**config.mk**
```make
export PLATFORM = sky130hd
export DESIGN_NAME = pipo_acc
export DESIGN_NICKNAME = d
export VERILOG_FILES = /design/src/design/point_in_polygon_orientation_defines.svh /design/src/design/pipo_pkg.sv /design/src/design/pipo_acc.sv
export SDC_FILE = /design/constraint.sdc
export NUM_CORES = 1
export LEC_CHECK = 0
export BUFFER_PORTS_ARGS = -buffer_cell sky130_fd_sc_hd__buf_2
export CORE_ASPECT_RATIO = 1.1
export CORE_UTILIZATION = 30
export DETAILED_ROUTE_END_ITERATION = 8
export GPL_TIMING_DRIVEN = 0
export PLACE_DENSITY = 0.52
export SETUP_SLACK_MARGIN = 0.5
export SLEW_MARGIN = 15
export SYNTH_ARGS = -nofsm -noshare
export SYNTH_HDL_FRONTEND = slang
export SYNTH_SLANG_ARGS = --single-unit
```
**constraint.sdc**
```tcl
create_clock -name aclk -period 6.6 [get_ports aclk]
set_input_delay 0 -clock aclk [delete_from_list [all_inputs] [get_ports aclk]]
set_output_delay 0 -clock aclk [all_outputs]
set_load 0.005 [all_outputs]
```
**src/design/point_in_polygon_orientation_defines.svh**
```systemverilog
// assertion macros used by the point-in-polygon top level
`ifndef POINT_IN_POLYGON_ORIENTATION_DEFINES_SVH
`define POINT_IN_POLYGON_ORIENTATION_DEFINES_SVH

// same-cycle implication, checked on every rising edge out of reset
`define PIPO_ASSERT_NOW(label, ante, cons) \
    label: assert property (@(posedge aclk) disable iff (!aresetn) (ante) |-> (cons)) \
        else $error("pipo check failed");

// next-cycle implication, checked on every rising edge out of reset
`define PIPO_ASSERT_NEXT(label, ante, cons) \
    label: assert property (@(posedge aclk) disable iff (!aresetn) (ante) |=> (cons)) \
        else $error("pipo check failed");

`endif

```
**src/design/pipo_pkg.sv**
```systemverilog
// shared types and constants of the point-in-polygon orientation block
package pipo_pkg;

    localparam int DEF_COORD_BITS = 24;
    localparam int AREA_BITS      = 58;

    // configuration register indexes
    typedef enum logic [0:0] {
        REG_TEST_X = 1'b0,
        REG_TEST_Y = 1'b1
    } cfg_reg_t;

    // control that travels with the products into the accumulate stage
    typedef struct packed {
        logic valid;
        logic last;
        logic straddle;
        logic rising;
    } edge_ctl_t;

endpackage

```
**src/design/pipo_acc.sv**
```systemverilog
// accumulate stage: parity toggle, area sum and the result register
module pipo_acc
    import pipo_pkg::*;
#(
    parameter int COORD_BITS = DEF_COORD_BITS
) (
    input  logic                           aclk,
    input  logic                           aresetn,
    input  edge_ctl_t                      ctl,
    input  logic signed [2*COORD_BITS+1:0] lhs,
    input  logic signed [2*COORD_BITS+1:0] rhs,
    input  logic signed [2*COORD_BITS-1:0] pa,
    input  logic signed [2*COORD_BITS-1:0] pb,
    input  logic                           res_ready,
    output logic                           fire,
    output logic                           res_valid,
    output logic                           res_inside,
    output logic                           res_clockwise
);

    localparam int TERM_W = 2*COORD_BITS + 1;
    localparam int SUM_W  = (AREA_BITS > TERM_W) ? AREA_BITS : TERM_W;

    logic                    parity_reg, parity_next;
    logic [AREA_BITS-1:0]    area_reg, area_next;
    logic                    valid_reg, valid_next;
    logic                    inside_reg, inside_next;
    logic                    cw_reg, cw_next;
    logic                    out_free, crosses;
    logic signed [TERM_W-1:0] term;
    logic [SUM_W-1:0]        sum;

    always_comb begin
        out_free = !valid_reg || res_ready;
        fire     = ctl.valid && (!ctl.last || out_free);
        crosses  = ctl.straddle && (ctl.rising ? (lhs < rhs) : (lhs > rhs));
        term     = TERM_W'(pa) - TERM_W'(pb);
        sum      = SUM_W'(area_reg) + SUM_W'(term);

        parity_next = parity_reg;
        area_next   = area_reg;
        valid_next  = valid_reg && !res_ready;
        inside_next = inside_reg;
        cw_next     = cw_reg;
        if (fire) begin
            parity_next = parity_reg ^ crosses;
            area_next   = sum[AREA_BITS-1:0];
            if (ctl.last) begin
                valid_next  = 1'b1;
                inside_next = parity_reg ^ crosses;
                cw_next     = sum[AREA_BITS-1];
                parity_next = 1'b0;
                area_next   = '0;
            end
        end
    end

    always_ff @(posedge aclk) begin
        if (!aresetn) begin
            parity_reg <= 1'b0;
            area_reg   <= '0;
            valid_reg  <= 1'b0;
        end else begin
            parity_reg <= parity_next;
            area_reg   <= area_next;
            valid_reg  <= valid_next;
        end
    end

    always_ff @(posedge aclk) begin
        inside_reg <= inside_next;
        cw_reg     <= cw_next;
    end

    assign res_valid     = valid_reg;
    assign res_inside    = inside_reg;
    assign res_clockwise = cw_reg;

endmodule

```
==> results of run 1 <==
## final timing paths
kind                                  start                   endpoint  cells after the start
setup / recovery                      pa[3]  area_reg[56]$_SDFFE_PN0P_                     25
hold / removal                       ctl[2]   area_reg[1]$_SDFFE_PN0P_                      3
setup reg to reg  area_reg[19]$_SDFFE_PN0P_  area_reg[53]$_SDFFE_PN0P_                     11
hold reg to reg   area_reg[51]$_SDFFE_PN0P_  area_reg[51]$_SDFFE_PN0P_                      2
## cell families after synthesis
| group | synth area share |
|---|---|
| xor+xnor | 0.08974 |
| simple gates | 0.1770 |
| flops | 0.1332 |
| buf+inv | 0.07203 |
| compound gates | 0.3123 |
| fa+ha+maj | 0.2157 |
## through the flow
stage / std cells / setup slack, ns
floorplan: 1272 / 1.915
global placement: 1892 / 0.9943
detailed placement: 1892 / 0.9760
global route: 1908 / 0.9743
finish: 1908 / 1.287
CTS: 1908 / 1.316
## report_power, final
part / leakage [nW] / internal (W) / switching [W] / total (W)
Combinational: 5.17 / 0.000517 / 0.000690 / 0.00121
Clock: 0.128 / 0.000259 / 0.000184 / 0.000444
Sequential: 0.509 / 0.000418 / 0.0000233 / 0.000441
## critical path, delay by kind of cell
| family | cells | cell delay, ns |
|---|---|---|
| adder cells (fa/ha/maj) | 2 | 0.51 |
| XOR/XNOR | 1 | 0.16 |
| buffers and inverters | 2 | 0.28 |
| AND/OR/NAND/NOR | 3 | 0.91 |
| AO/OA/AOI/OAI | 17 | 3.68 |
## repair_timing
| item | CTS | global route |
|---|---|---|
| hold endpoints to repair | 3 | 0 |
| hold buffers | 2 | 0 |
| setup endpoints to repair | 0 | 0 |
| setup buffers | 0 | 0 |
## area by class of cell
class / count / share of cell area
clock inverter: 2 / 0.0008864
tap: 414 / 0.04587
clock buffer: 12 / 0.02183
inverter: 130 / 0.04343
buffer: 44 / 0.01695
timing repair buffer: 208 / 0.09307
multi-input combinational: 1036 / 0.6663
sequential: 62 / 0.1117
## metal layers
| layer | GRT usage | up-vias | wire, um |
|---|---|---|---|
| li1 | - | 5016 | - |
| met1 | 0.1997 | 4252 | 11980 |
| met2 | 0.3143 | 151 | 13650 |
| met3 | 0.01974 | 18 | 630 |
| met4 | 0.03125 | 0 | 209 |
| met5 | 0 | - | 0 |
## synth_stat cells (4+ instances only)
master,instances,share of area
xor2_1,36,0.033
nor2_1,70,0.028
a22o_1,4,0.0037
and2_1,4,0.0026
a21boi_0,6,0.0048
dfxtp_1,60,0.13
clkbuf_1,33,0.013
o21ai_1,18,0.0095
o211ai_1,8,0.0063
a22oi_1,26,0.021
inv_1,129,0.051
a21o_1,89,0.071
xnor2_1,61,0.056
nand4_1,30,0.020
ha_1,160,0.21
nor2b_1,42,0.028
buf_2,6,0.0032
o21ai_0,65,0.034
a211oi_1,7,0.0056
nand3_1,32,0.017
nor4_1,4,0.0026
and4_1,7,0.0065
o31ai_1,4,0.0032
nand2b_1,13,0.0086
o21a_1,14,0.011
and3_1,10,0.0066
a31oi_1,6,0.0040
or4_1,4,0.0032
a21oi_1,124,0.066
nor3_1,17,0.0090
nand2_1,90,0.036
o21bai_1,18,0.014
a21oi_2,4,0.0037
==> out/metrics.yaml, run 1 <==
clocking:
  cts_tree: "built"
  h-tree-depth: 3
  cts_sinks: 62
  cts_resized: 0
  clockRootBuffer: "clkbuf_16"
  cts_buffers: 9
  clkSlewWorstSetupHoldPaths_ns: 0.06
  cts_buffer_depth: 2
  clk_latency_ns: 0.34
yosys:
  synthCells: 1272
  synth_flop_cell: "dfxtp_1"
  yosys_warnings: 0
  synthArstFlopShare: 0
  ys_seq_area_frac: 0.1332
  syn_nets: 1637
  ys_ff_latch: 62
  syn_avg_cell_area_um2: 7.442
  netlist_area_um2: 9467
  synth-edff-count: 2
  synth_cell_type_count: 76
routing:
  vias: 9437
  ant_nets: 0
  avgViaCountPerCell: 4.946
  drt-wirelength-per-cell_um: 13.87
  drt_wl_total_um: 26460
  drtIter0Drc: 332
  drc: 0
  drt_first_pass_iters: 5
layout:
  mostFrequentLayoutCells: "212 x buf_2, 160 x ha_1, 129 x inv_1, 124 x a21oi_1, 90 x nand2_1"
  nFillCells: 3341
  diodes: 0
  largest_register_ffs: 58
  nNetsFinal: 1856
  syn_to_final_growth_pct: 19.28
  postLayoutCoreUtil: 0.3670
  final_common_cell: "buf_2"
  finalInstanceArea_um2: 11290
  drive_above_1_share: 0.1687
  regArea_um2: 1261
  multi_input_area_um2: 7523
timing:
  timing.final.crit_share: 0.8051
  finalCriticalPeriod_ns: 5.313
  worstMarginPinSlew_ns: 0.6297
  fin_tns_setup_ns: 0
  slew_violations: 0
  finalSetupViolCount: 0
  rsz0062_at_grt: "false"
  slew_headroom: 0.5802
  whs_ns: 0.08573
  finalHoldViolCount: 0
  clock.fmax_mhz: 188.2
  clock_skew_ns: 0.009461
floorplanning:
  start_util: 0.3077
  dieHeight_um: 188.3
  rows: 67
  die_w_um: 171.4
  dieArea_um2: 32270
  core_um2: 30770
  ios: 207
place:
  placed_cell_area_um2: 11020
  dp_hpwl_um: 22210
  place_congestion: 0.8512
  portBuffers: 206
power_and_ir_drop:
  leakagePower_nw: 5.811
  p_per_area_nw_per_um2: 185.3
  p_total_w: 0.002092
  vdd_ir_drop_max_v: 0.0001079
run:
  timing.max_cap.violations: 0
grt:
  grt_pass1_vias: 9362
  antenna_found_initial: 0
  grt_first_pass_wirelength_um: 44150
  track_usage: 0.1667
  grt_max_degree: 11
  overflow: 0
critical_path:
  critPathKind: "in2reg"
  reg2reg_slack_ns: 3.32
  start_kind: "input pin"
  end_kind: "flop"
  critical-path-max-stage-delay_ns: 0.55
  critPathMaxFanout: 7
  cp_data_required_time_ns: 6.83
  worstPathArrival_ns: 5.55
  cp_slowest_cell: "or4_1"
status:
  outcome: "complete, no violations"
worst_hold_path:
  hold_class: "in2reg"
Note: power is estimated with default switching activity, not from simulation.
==> inputs of run 2 (changes only) <==
- clock period: 6.6 -> 5.6 ns (I/O delays scaled with it)
==> run 2 against run 1 <==
Routed wire length grew 1.2%. Critical path depth did not move. Die area did not move. Combinational power increased by 21%. Via count increased by 0.73%. Clock skew barely moved. Sequential power grew 18%. First-iteration DRC count is 11% lower. Design area grew 1.9%. Non-clock buffer count increased by 7. Utilization increased by 0.69 points. Clock-buffer cell count unchanged.
==> out/metrics.yaml, run 2 (synthesis gave the netlist of run 1 again) <==
worst_hold_path:
  holdPathStages: 3
  hp-start: "ctl[2]"
  min_to: "area_reg[1]$_SDFFE_PN0P_"
  hold_class: "in2reg"
timing:
  slew_headroom: 0.5678
  clock.fmax_mhz: 206.1
  slew_violations: 0
  worstMarginPinSlew_ns: 0.6453
  timing.final.crit_share: 0.8662
  rsz0062_at_grt: "true"
  clock_skew_ns: 0.009348
  finalHoldViolCount: 0
  finalCriticalPeriod_ns: 4.851
  finalSetupViolCount: 0
  fin_tns_setup_ns: 0
critical_path:
  reg2reg_from: "area_reg[0]$_SDFFE_PN0P_"
  end_kind: "flop"
  worstPathArrival_ns: 5.08
  rr_endpoint: "area_reg[50]$_SDFFE_PN0P_"
  critPathMaxFanout: 7
  reg2reg_slack_ns: 2.26
  critPathKind: "in2reg"
  rr_worst_depth: 14
  start_kind: "input pin"
  cp_data_required_time_ns: 5.83
layout:
  mostFrequentLayoutCells: "212 x buf_2, 159 x ha_1, 129 x inv_1, 116 x a21oi_1, 90 x nand2_1"
  final_common_cell: "buf_2"
  nFillCells: 3334
  nNetsFinal: 1863
  drive_above_1_share: 0.1879
  diodes: 0
  postLayoutCoreUtil: 0.3739
  syn_to_final_growth_pct: 21.53
  largest_register_ffs: 58
place:
  dp_hpwl_um: 22210
  portBuffers: 206
  place_congestion: 0.8512
power_and_ir_drop:
  leakagePower_nw: 5.882
  vdd_ir_drop_max_v: 0.0001269
  p_per_area_nw_per_um2: 217.8
routing:
  ant_nets: 0
  drt_wl_total_um: 26770
  drt_first_pass_iters: 4
  vias: 9506
  drc: 0
  drtIter0Drc: 297
  drt-wirelength-per-cell_um: 13.98
  avgViaCountPerCell: 4.964
grt:
  track_usage: 0.1671
  overflow: 0
  antenna_found_initial: 0
  grt_pass1_vias: 9387
  grt_max_degree: 11
  grt_first_pass_wirelength_um: 44250
run:
  timing.max_cap.violations: 0
floorplanning:
  dieArea_um2: 32270
  dieHeight_um: 188.3
  start_util: 0.3077
  core_um2: 30770
  ios: 207
  die_w_um: 171.4
  rows: 67
clocking:
  clockRootBuffer: "clkbuf_16"
  cts_sinks: 62
  cts_tree: "built"
  clkSlewWorstSetupHoldPaths_ns: 0.06
  cts_buffer_depth: 2
  h-tree-depth: 3
  cts_buffers: 9
  clk_latency_ns: 0.34
status:
  outcome: "complete, no violations"
==> run 2: cell count changes in the layout (fill, tap and decap cells not counted), sizes merged <==
cell,change
buf,+7
==> run 2: per-layer routing <==
metal | vias to the layer above | GRT usage | part of all wire
li1 | 5030 | - | -
met1 | 4311 | 0.2000 | 0.45
met2 | 147 | 0.3154 | 0.52
met3 | 18 | 0.01974 | 0.026
met4 | 0 | 0.03125 | 0.0078
met5 | - | 0 | 0
==> run 2: worst max-delay path: stages <==
cell and delay, ns:
buf_2 0.10, ha_1 0.26, or4_4 0.58, o21ai_4 0.22
a21oi_4 0.11, a211oi_4 0.28, o21ai_1 0.13, a21oi_2 0.16
o21ai_1 0.07, a21o_1 0.21, a21oi_1 0.18, xnor2_1 0.16
ha_1 0.26, clkbuf_2 0.16, a21o_1 0.17, a21o_1 0.18
a21oi_2 0.19, o211ai_1 0.13, a311oi_1 0.33, o31a_1 0.19
o21a_4 0.19, nor3_2 0.06, o21a_1 0.19, or3_1 0.30
a32o_1 0.25
==> run 2: final cells by class <==
cell class / instances / area (um2) / area share
clock inverters: 2 / 10.01 / 0.0008700
plain buffers: 44 / 193.9 / 0.01686
multi-input cells: 1036 / 7681 / 0.6676
inverters: 130 / 490.5 / 0.04263
well taps: 414 / 518.0 / 0.04502
repair buffers: 215 / 1104 / 0.09592
flip-flops and latches: 62 / 1261 / 0.1096
clock buffers: 12 / 246.5 / 0.02142
==> run 2: what timing repair did <==
action | 4_1_cts | 5_1_grt
setup buffers | 1 | 6
pin swaps | 1 | 11
setup endpoints to repair | 5 | 13
hold buffers | 2 | 0
gates resized for setup | 3 | 32
endpoints found under the hold margin | 3 | 0
==> run 2: power by group <==
| group | switching (W) | internal (W) | total, W | leakage (nW) |
|---|---|---|---|---|
| clock network | 0.000219 | 0.000306 | 0.000524 | 0.128 |
| logic | 0.000832 | 0.000628 | 0.00146 | 5.25 |
| registers | 0.0000275 | 0.000493 | 0.000520 | 0.509 |
| total | 0.00108 | 0.00143 | 0.00251 | 5.88 |
==> run 2: worst max path at each step <==
stage,cells after the start,slack (ns),startpoint,endpoint
2_1_floorplan,26,0.92,pb[16],area_reg[56]$_SDFFE_PN0P_
3_3_place_gp,25,-0.006,pa[3],area_reg[56]$_SDFFE_PN0P_
3_5_place_dp,25,-0.02,pa[3],area_reg[56]$_SDFFE_PN0P_
4_1_cts,25,0.49,pa[3],area_reg[56]$_SDFFE_PN0P_
5_1_grt,26,0.48,pb[9],area_reg[57]$_SDFFE_PN0P_
6_report,25,0.75,pa[3],area_reg[56]$_SDFFE_PN0P_
==> run 2: metrics by stage <==
step           std cells  hold slack [ns]  total power [W]  area (um2)  setup slack (ns)
6_report            1915          0.08478         0.002505       11500            0.7490
5_1_grt             1915          0.09194         0.002730       11500            0.4772
2_1_floorplan       1272           0.1709         0.001608        9467            0.9151
4_1_cts             1909          0.07425         0.002503       11310            0.4919
3_5_place_dp        1892           0.3302         0.001952       11020          -0.02402
3_3_place_gp        1892           0.3220         0.001941       11020         -0.005651
